==> config.mk <==
export PLATFORM = sky130hd
export DESIGN_NAME = sha256_stream_hasher_core
export DESIGN_NICKNAME = d
export VERILOG_FILES = /design/src/design/sha256_pkg.sv /design/src/design/sha256_front.sv /design/src/design/sha256_back.sv /design/src/design/sha256_stream_hasher_core.sv
export SDC_FILE = /design/constraint.sdc
export NUM_CORES = 2
export LEC_CHECK = 0
export BUFFER_PORTS_ARGS = -buffer_cell sky130_fd_sc_hd__clkbuf_2
export CAP_MARGIN = 25
export CELL_PAD_IN_SITES_DETAIL_PLACEMENT = 1
export CELL_PAD_IN_SITES_GLOBAL_PLACEMENT = 2
export CORE_ASPECT_RATIO = 1.5
export CORE_MARGIN = 1
export CORE_UTILIZATION = 45
export CTS_CLUSTER_DIAMETER = 50
export CTS_CLUSTER_SIZE = 30
export DETAILED_ROUTE_END_ITERATION = 16
export PLACE_DENSITY_LB_ADDON = 0.15
export SETUP_SLACK_MARGIN = 0.4
export SYNTH_ARGS = -nofsm -noshare
export SYNTH_HDL_FRONTEND = slang
export SYNTH_SLANG_ARGS = --single-unit
==> constraint.sdc <==
create_clock -name clock -period 25.5 [get_ports clock]
set_clock_uncertainty 0.2 [all_clocks]
set_input_delay 5.1 -clock clock [delete_from_list [all_inputs] [get_ports clock]]
set_output_delay 5.1 -clock clock [all_outputs]
set_load 0.1 [all_outputs]
==> src/design/sha256_pkg.sv <==
// Shared types, constants and round functions for the SHA-256 stream hasher.
// No dependencies; used by every design file by scoped names.
`default_nettype none
package sha256_pkg;

   localparam logic [1:0] CMD_RESTART = 2'd0;
   localparam logic [1:0] CMD_ABSORB  = 2'd1;
   localparam logic [1:0] CMD_FINISH  = 2'd2;
   localparam logic [1:0] CMD_UNUSED  = 2'd3;

   typedef struct packed {
      logic [1:0] command;
      logic [7:0] msg_byte;
   } req_type;

   typedef struct packed {
      logic [31:0] digest_word;
      logic [2:0]  word_index;
      logic        last_word;
   } rsp_type;

   localparam int QUEUE_DEPTH = 4;

   localparam logic [31:0] ROUND_K [64] = '{
      32'h428a2f98, 32'h71374491, 32'hb5c0fbcf, 32'he9b5dba5,
      32'h3956c25b, 32'h59f111f1, 32'h923f82a4, 32'hab1c5ed5,
      32'hd807aa98, 32'h12835b01, 32'h243185be, 32'h550c7dc3,
      32'h72be5d74, 32'h80deb1fe, 32'h9bdc06a7, 32'hc19bf174,
      32'he49b69c1, 32'hefbe4786, 32'h0fc19dc6, 32'h240ca1cc,
      32'h2de92c6f, 32'h4a7484aa, 32'h5cb0a9dc, 32'h76f988da,
      32'h983e5152, 32'ha831c66d, 32'hb00327c8, 32'hbf597fc7,
      32'hc6e00bf3, 32'hd5a79147, 32'h06ca6351, 32'h14292967,
      32'h27b70a85, 32'h2e1b2138, 32'h4d2c6dfc, 32'h53380d13,
      32'h650a7354, 32'h766a0abb, 32'h81c2c92e, 32'h92722c85,
      32'ha2bfe8a1, 32'ha81a664b, 32'hc24b8b70, 32'hc76c51a3,
      32'hd192e819, 32'hd6990624, 32'hf40e3585, 32'h106aa070,
      32'h19a4c116, 32'h1e376c08, 32'h2748774c, 32'h34b0bcb5,
      32'h391c0cb3, 32'h4ed8aa4a, 32'h5b9cca4f, 32'h682e6ff3,
      32'h748f82ee, 32'h78a5636f, 32'h84c87814, 32'h8cc70208,
      32'h90befffa, 32'ha4506ceb, 32'hbef9a3f7, 32'hc67178f2
   };

   localparam logic [255:0] INITIAL_HASH = {
      32'h6a09e667, 32'hbb67ae85, 32'h3c6ef372, 32'ha54ff53a,
      32'h510e527f, 32'h9b05688c, 32'h1f83d9ab, 32'h5be0cd19
   };

   function automatic logic [31:0] rotr(input logic [31:0] x, input int n);
      rotr = (x >> n) | (x << (32 - n));
   endfunction

endpackage
`default_nettype wire

==> src/design/sha256_front.sv <==
// Front end: accepts transactions, drops unused commands, queues the rest.
// Depends on sha256_pkg.
`default_nettype none
module sha256_front (
   input  wire logic                clock,
   input  wire logic                reset,
   input  wire logic                req_valid,
   output logic                     req_ready,
   input  wire sha256_pkg::req_type req_data,
   output logic                     q_valid,
   input  wire logic                q_ready,
   output sha256_pkg::req_type      q_data
);
   localparam int AW = $clog2(sha256_pkg::QUEUE_DEPTH);

   sha256_pkg::req_type mem_ff [sha256_pkg::QUEUE_DEPTH];
   logic [AW-1:0] wr_ff, wr_in, rd_ff, rd_in;
   logic [AW:0]   cnt_ff, cnt_in;
   logic push, pop;

   // Command 3 is accepted and discarded.
   assign req_ready = (cnt_ff != (AW+1)'(sha256_pkg::QUEUE_DEPTH));
   assign push = req_valid && req_ready && (req_data.command != sha256_pkg::CMD_UNUSED);
   assign q_valid = (cnt_ff != '0);
   assign pop = q_valid && q_ready;
   assign q_data = mem_ff[rd_ff];

   always_comb begin
      wr_in = push ? wr_ff + AW'(1) : wr_ff;
      rd_in = pop ? rd_ff + AW'(1) : rd_ff;
      cnt_in = cnt_ff + (AW+1)'(push) - (AW+1)'(pop);
   end

   always_ff @(posedge clock) begin
      if (reset) begin
         wr_ff <= '0;
         rd_ff <= '0;
         cnt_ff <= '0;
      end else begin
         wr_ff <= wr_in;
         rd_ff <= rd_in;
         cnt_ff <= cnt_in;
      end
   end

   always_ff @(posedge clock) begin
      if (push) begin
         mem_ff[wr_ff] <= req_data;
      end
   end
endmodule
`default_nettype wire

==> src/design/sha256_back.sv <==
// Back end: block buffer, padding, 64-round compression and digest output.
// Depends on sha256_pkg.
`default_nettype none
module sha256_back (
   input  wire logic                clock,
   input  wire logic                reset,
   input  wire logic                q_valid,
   output logic                     q_ready,
   input  wire sha256_pkg::req_type q_data,
   output logic                     rsp_valid,
   input  wire logic                rsp_ready,
   output sha256_pkg::rsp_type      rsp_data
);
   localparam logic [2:0] ST_IDLE = 3'd0;
   localparam logic [2:0] ST_PAD  = 3'd1;
   localparam logic [2:0] ST_LOAD = 3'd2;
   localparam logic [2:0] ST_RND  = 3'd3;
   localparam logic [2:0] ST_ADD  = 3'd4;
   localparam logic [2:0] ST_OUT  = 3'd5;

   logic [2:0]   state_ff, state_in;
   logic [255:0] hash_ff, hash_in;
   logic [255:0] work_ff, work_in;
   logic [31:0]  win_ff [16];
   // The block buffer holds sixteen big-endian words, written a byte at a time.
   logic [31:0]  blk_ff [16];
   logic [5:0]   fill_ff, fill_in;
   logic [63:0]  bits_ff, bits_in;
   logic [6:0]   rnd_ff, rnd_in;
   logic [5:0]   pos_ff, pos_in;
   logic         final_ff, final_in;
   logic [2:0]   oidx_ff, oidx_in;
   logic         blk_we;
   logic [5:0]   blk_wa;
   logic [7:0]   blk_wd;
   logic         rnd_step;
   logic [31:0]  w_new, a, b, c, d, e, f, g, h, t1, t2, wsrc;
   logic [5:0]   widx;

   assign q_ready = (state_ff == ST_IDLE);
   assign rsp_valid = (state_ff == ST_OUT);
   assign rsp_data.digest_word = hash_ff[255 - 32*oidx_ff -: 32];
   assign rsp_data.word_index = oidx_ff;
   assign rsp_data.last_word = (oidx_ff == 3'd7);

   // One round of schedule expansion and compression.
   always_comb begin
      {a, b, c, d, e, f, g, h} = work_ff;
      widx = rnd_ff[5:0];
      wsrc = blk_ff[widx[3:0]];
      if (rnd_ff < 7'd16) begin
         w_new = wsrc;
      end else begin
         w_new = (sha256_pkg::rotr(win_ff[14], 17) ^ sha256_pkg::rotr(win_ff[14], 19)
                  ^ (win_ff[14] >> 10)) + win_ff[9]
               + (sha256_pkg::rotr(win_ff[1], 7) ^ sha256_pkg::rotr(win_ff[1], 18)
                  ^ (win_ff[1] >> 3)) + win_ff[0];
      end
      t1 = h + (sha256_pkg::rotr(e, 6) ^ sha256_pkg::rotr(e, 11) ^ sha256_pkg::rotr(e, 25))
         + ((e & f) ^ (~e & g)) + sha256_pkg::ROUND_K[widx] + w_new;
      t2 = (sha256_pkg::rotr(a, 2) ^ sha256_pkg::rotr(a, 13) ^ sha256_pkg::rotr(a, 22))
         + ((a & b) ^ (a & c) ^ (b & c));
   end

   // Sequencer.
   always_comb begin
      state_in = state_ff;
      hash_in = hash_ff;
      work_in = work_ff;
      fill_in = fill_ff;
      bits_in = bits_ff;
      rnd_in = rnd_ff;
      pos_in = pos_ff;
      final_in = final_ff;
      oidx_in = oidx_ff;
      blk_we = 1'b0;
      blk_wa = fill_ff;
      blk_wd = q_data.msg_byte;
      rnd_step = 1'b0;
      case (state_ff)
         ST_IDLE: begin
            if (q_valid) begin
               case (q_data.command)
                  sha256_pkg::CMD_RESTART: begin
                     hash_in = sha256_pkg::INITIAL_HASH;
                     fill_in = '0;
                     bits_in = '0;
                  end
                  sha256_pkg::CMD_ABSORB: begin
                     blk_we = 1'b1;
                     fill_in = fill_ff + 6'd1;
                     if (fill_ff == 6'd63) begin
                        final_in = 1'b0;
                        state_in = ST_LOAD;
                     end
                  end
                  sha256_pkg::CMD_FINISH: begin
                     blk_we = 1'b1;
                     blk_wd = 8'h80;
                     bits_in = bits_ff + {55'd0, fill_ff, 3'd0};
                     pos_in = fill_ff + 6'd1;
                     final_in = 1'b1;
                     if (fill_ff == 6'd63) begin
                        // The marker byte completes the block, so it is compressed at once.
                        state_in = ST_LOAD;
                     end else begin
                        state_in = ST_PAD;
                     end
                  end
                  default: begin
                  end
               endcase
            end
         end
         // One padding byte per cycle up to the end of the block; the length
         // goes in the last eight unless this is the first block of a short tail.
         ST_PAD: begin
            blk_we = 1'b1;
            blk_wa = pos_ff;
            if (fill_ff > 6'd55 && final_ff) begin
               blk_wd = 8'h00;
            end else if (pos_ff >= 6'd56) begin
               blk_wd = bits_ff[63 - 8*(pos_ff - 6'd56) -: 8];
            end else begin
               blk_wd = 8'h00;
            end
            if (pos_ff == 6'd63) begin
               state_in = ST_LOAD;
            end
            pos_in = pos_ff + 6'd1;
         end
         ST_LOAD: begin
            work_in = hash_ff;
            rnd_in = '0;
            state_in = ST_RND;
         end
         ST_RND: begin
            rnd_step = 1'b1;
            work_in = {t1 + t2, a, b, c, d + t1, e, f, g};
            rnd_in = rnd_ff + 7'd1;
            if (rnd_ff == 7'd63) begin
               state_in = ST_ADD;
            end
         end
         ST_ADD: begin
            for (int i = 0; i < 8; i++) begin
               hash_in[32*i +: 32] = hash_ff[32*i +: 32] + work_ff[32*i +: 32];
            end
            if (!final_ff) begin
               bits_in = bits_ff + 64'd512;
               state_in = ST_IDLE;
            end else if (fill_ff > 6'd55) begin
               // Short tail: the length goes into an extra block.
               fill_in = '0;
               pos_in = '0;
               state_in = ST_PAD;
            end else begin
               oidx_in = '0;
               state_in = ST_OUT;
            end
         end
         ST_OUT: begin
            if (rsp_ready) begin
               oidx_in = oidx_ff + 3'd1;
               if (oidx_ff == 3'd7) begin
                  hash_in = sha256_pkg::INITIAL_HASH;
                  fill_in = '0;
                  bits_in = '0;
                  state_in = ST_IDLE;
               end
            end
         end
         default: begin
            state_in = ST_IDLE;
         end
      endcase
   end

   always_ff @(posedge clock) begin
      if (reset) begin
         state_ff <= ST_IDLE;
         hash_ff <= sha256_pkg::INITIAL_HASH;
         fill_ff <= '0;
         bits_ff <= '0;
         final_ff <= 1'b0;
         oidx_ff <= '0;
      end else begin
         state_ff <= state_in;
         hash_ff <= hash_in;
         fill_ff <= fill_in;
         bits_ff <= bits_in;
         final_ff <= final_in;
         oidx_ff <= oidx_in;
      end
   end

   // Datapath registers without reset.
   always_ff @(posedge clock) begin
      work_ff <= work_in;
      rnd_ff <= rnd_in;
      pos_ff <= pos_in;
      if (blk_we) begin
         blk_ff[blk_wa[5:2]][31 - 8*blk_wa[1:0] -: 8] <= blk_wd;
      end
      if (rnd_step) begin
         for (int i = 0; i < 15; i++) begin
            win_ff[i] <= win_ff[i+1];
         end
         win_ff[15] <= w_new;
      end
   end
endmodule
`default_nettype wire

==> src/design/sha256_stream_hasher_core.sv <==
// SHA-256 stream hasher top level: front queue and compression back end.
// An absorb is registered in the front queue before the back end can take it;
// a block compression (load, rounds, add) keeps the back end busy after byte 64.
// Finish: padding to the end of the block, one or two compressions, then 8 words.
// The back end takes no new bytes while it compresses, at one round per cycle.
// Reset loads the initial hash words and clears counters and the queue.
`default_nettype none
module sha256_stream_hasher_core (
   input  wire logic                clock,
   input  wire logic                reset,
   input  wire logic                req_valid,
   output logic                     req_ready,
   input  wire sha256_pkg::req_type req_data,
   output logic                     rsp_valid,
   input  wire logic                rsp_ready,
   output sha256_pkg::rsp_type      rsp_data
);
   logic q_valid, q_ready;
   sha256_pkg::req_type q_data;

   sha256_front u_front (
      .clock(clock), .reset(reset),
      .req_valid(req_valid), .req_ready(req_ready), .req_data(req_data),
      .q_valid(q_valid), .q_ready(q_ready), .q_data(q_data)
   );

   sha256_back u_back (
      .clock(clock), .reset(reset),
      .q_valid(q_valid), .q_ready(q_ready), .q_data(q_data),
      .rsp_valid(rsp_valid), .rsp_ready(rsp_ready), .rsp_data(rsp_data)
   );
endmodule
`default_nettype wire

==> parameters.txt <==
Parameter                              Value

CTS
  TritonCTS clock tree ... yes
  Number of instances resized during post-cts repair ... 0
  Clock slew at reported path FFs ... 0.10 ns
  Total number of H-tree levels ... 4
  Number of sinks on the clock net ... 1,676
  CTS buffer count ... 160
  Later-pin clock latency in the skew report ... 0.85 ns
  Max clock buf depth ... 4
  CTS Hold Bufs ... 0
  Setup bufs post-CTS ... 0
  Buffer cell driving the clock tree root ... sky130_fd_sc_hd__clkbuf_16

Yosys
  Mux contribution to synthesized area ... 7.34%
  Total nets after synthesis ... 8,578
  Post-synthesis xor/xnor area fraction ... 5.46%
  Main synth FF type ... sky130_fd_sc_hd__edfxtp_1
  Register bit total from synthesis ... 1,676
  Dominant combinational cell family by area after synthesis ... compound AO/OA/AOI/OAI gates
  Async set-or-reset flop fraction in the synthesized netlist ... 0%
  Post-synthesis compound-gate area fraction ... 11.4%
  Yosys warns ... 0
  Cell count after synthesis ... 7,941
  Number of distinct standard cells referenced by the synthesized netlist ... 108
  Synthesized area per cell ... 11.6 um2
  Proportion of synthesized chip area in sequential cells ... 51.1%
  Number of enable-type register cells in the synthesized netlist ... 1,333
  Most numerous cell in the Yosys netlist ... sky130_fd_sc_hd__edfxtp_1
  Most common library cells after synthesis ... sky130_fd_sc_hd__edfxtp_1, sky130_fd_sc_hd__nand2_1, sky130_fd_sc_hd__nor2_1
  Simple-gate share of the synthesized area ... 11.3%
  Netlist Area Pre-Place ... 91,800 um2
  Share of the synthesized area in the top cell type ... 43.6%
  Leading cell types by total area after synthesis ... sky130_fd_sc_hd__edfxtp_1, sky130_fd_sc_hd__dfxtp_1, sky130_fd_sc_hd__mux4_2
  Top cell type by total area after synthesis ... sky130_fd_sc_hd__edfxtp_1
  Arithmetic-cell share of the synthesized area counting full adders, half adders and majority gates ... 10.3%

Detailed routing
  Met3 wire len ... 10.8 mm
  Post-detailed-route DRC marker count ... 0
  Antenna-violating nets left ... 0
  Total number of vias ... 63,400
  WL/cell ... 29.2 um
  Via density ... 5.94
  Uppermost routed layer ... met5
  DRT iter0 DRCs ... 4,192
  Total length of routed met2 wires ... 166 mm
  Number of iterations in the first detailed-routing pass ... 7
  Overall routed net length ... 312 mm
  Met1 WL ... 117 mm

Worst setup path
  Worst setup SP type ... flop
  WP data arrival ... 11.98 ns
  Largest fanout on the critical path ... 7
  End of the worst register-to-register path ... u_back.work_ff[255]$_DFFE_PN_
  Buffers plus inverters on the worst setup path ... 4
  Reg2Reg Setup Slack ... 13.87 ns
  Stage delay of the slowest cell on the critical path ... 0.50 ns
  Most numerous cell on the critical path ... sky130_fd_sc_hd__fa_1
  Delay-heaviest family, CP ... compound AO/OA/AOI/OAI gates
  Required time at the worst-slack endpoint ... 25.85 ns
  Type of the setup path with the least slack ... reg -> reg
  Library cell contributing the largest single delay on the critical path ... sky130_fd_sc_hd__fa_1
  Crit path capture type ... flop
  Worst R2R Start ... u_back.win_ff[0][40]$_DFFE_PP_
  Worst r2r path cells ... 44

Layout
  Post-synthesis to final-layout area growth ... 9.53%
  Final nets ... 8,539
  Share of final-layout standard cells stronger than drive strength 1 ... 10.5%

Floorplan
  Num ports ... 52
  Core area ... 202,000 um2
  Die W ... 371 um
  Area of the die ... 206,000 um2
  Number of placement rows ... 202
  Height of the die ... 555 um
  Initial core utilization ... 45.4%

Global route
  Via count of the first global-routing pass ... 67,400
  Global-route wire length before repair ... 456 mm
  Antenna violations before repair ... 6
  Global route total overflow ... 0
  Global-route total usage across every layer ... 30.3%
  Largest net degree at the start of global routing ... 115

STA
  Ratio of final minimum period to clock period ... 45.6%
  Final max-slew violation count ... 0
  RSZ-0062 raised after global routing ... no
  Final hold vios ... 0
  Achievable frequency ... 86.0 MHz
  Setup total negative slack ... 0 ns
  Final setup fails ... 0
  Minimum clock period after layout ... 11.63 ns
  Slew at the pin with the worst max-slew slack ... 1.16 ns
  Relative slew slack ... 22.1%

Placed design
  PortBufs ... 51
  GPL Wtd Cong ... 0.959
  DP HPWL ... 234 mm

Status
  Status ... finished, final reports clean

Flow run
  Number of violations of the max-capacitance limit ... 0

Hold path
  Worst hold start ... u_back.win_ff[0][180]$_DFFE_PP_
  Min-delay worst type ... reg -> reg
  Min-Delay Path Depth ... 0
  Capture endpoint of the worst hold path ... u_back.win_ff[0][148]$_DFFE_PP_
[cells in the final DEF (no fill, tap or decap), drive strengths merged, types with 17 or more instances in the layout]
master  Yosys  routed
a211oi     52      52
a21o      193     193
a21oi     499     499
a22oi      65      65
a311oi     21      21
a31oi      71      71
and2       33      33
and3       63      63
buf        62     122
clkbuf    311     234
clkinv      1      51
dfxtp     343     343
edfxtp   1333    1333
fa        199     199
ha        424     424
inv       380     414
maj3       17      17
mux2       66      66
mux2i      25      25
mux4      255     255
nand2     996     996
nand2b    155     155
nand3     135     135
nand3b     18      18
nand4      36      36
nor2      546     546
nor2b      49      49
nor3      140     140
nor3b      22      22
nor4       21      21
o211ai     25      25
o21a       57      57
o21ai     345     345
o21bai     45      45
o22ai     100     100
o31ai      27      27
or2        18      18
or3        37      37
xnor2     395     395
xor2      174     174
[registers in the layout, indices dropped and copies added (netlist names), named ones only]
signal           cells
u_back.oidx_ff       3
u_back.blk_ff      512
u_front.wr_ff        2
u_back.hash_ff     256
u_front.rd_ff        2
u_back.final_ff      1
u_back.bits_ff      61
u_back.work_ff     256
u_back.rnd_ff        7
u_back.pos_ff        6
u_back.win_ff      512
u_back.state_ff      3
u_front.mem_ff      40
u_front.cnt_ff       3
u_back.fill_ff       6
[cell type report]
type | count | area (um2)
fillers | 21200 | 102000
flip-flops and latches | 1676 | 46900
multi-input cells | 5511 | 42100
clock buffers | 184 | 4240
well taps | 2652 | 3320
inverters | 381 | 1450
repair buffers | 172 | 1270
clock inverters | 103 | 1240
diodes | 3 | 7.51
[per-stage QoR]
step	hold slack, ns	cell area [um2]	utilization (%)	std cells	setup slack [ns]
after CTS	0.193	100000	49.7	10700	13.86
after global routing	0.206	101000	49.7	10700	13.03
after detailed placement	0.205	94900	46.9	10400	13.96
final	0.192	101000	49.7	10700	13.87
after global placement	0.200	94900	46.9	10400	14.18
after floorplan	0.200	91800	-	7941	3.19
[cell families (layout without fill, tap and decap cells)]
family / count (synthesis) / after routing
other cells: 0 / 3
xor+xnor: 570 / 570
flops: 1676 / 1676
simple gates: 2303 / 2303
fa+ha+maj: 640 / 640
compound gates: 1652 / 1652
buf+inv: 754 / 840
mux: 346 / 346
[how the worst max path moves through the flow]
stage	to	startpoint	cells past startpoint
floorplan	u_back.win_ff[0][0]$_DFFE_PP_	u_back.state_ff[1]$_SDFFE_PP0P_	8
global route	u_back.work_ff[255]$_DFFE_PN_	u_back.win_ff[0][40]$_DFFE_PP_	44
CTS	u_back.work_ff[255]$_DFFE_PN_	u_back.win_ff[0][40]$_DFFE_PP_	44
detailed placement	u_back.work_ff[255]$_DFFE_PN_	u_back.win_ff[0][40]$_DFFE_PP_	44
global placement	u_back.work_ff[255]$_DFFE_PN_	u_back.win_ff[0][51]$_DFFE_PP_	45
finish	u_back.work_ff[255]$_DFFE_PN_	u_back.win_ff[0][40]$_DFFE_PP_	44
[metal layers]
layer | track usage, % | vias to the layer above
met1 | 34.2 | 32600
met5 | 0 | -
li1 | - | 28900
met3 | 3.12 | 535
met4 | 15.6 | 4
met2 | 55.8 | 1392
Power is left out: the tool's default activity adds up to more than one toggle a clock period on the data nets, which glitch-free logic cannot reach.
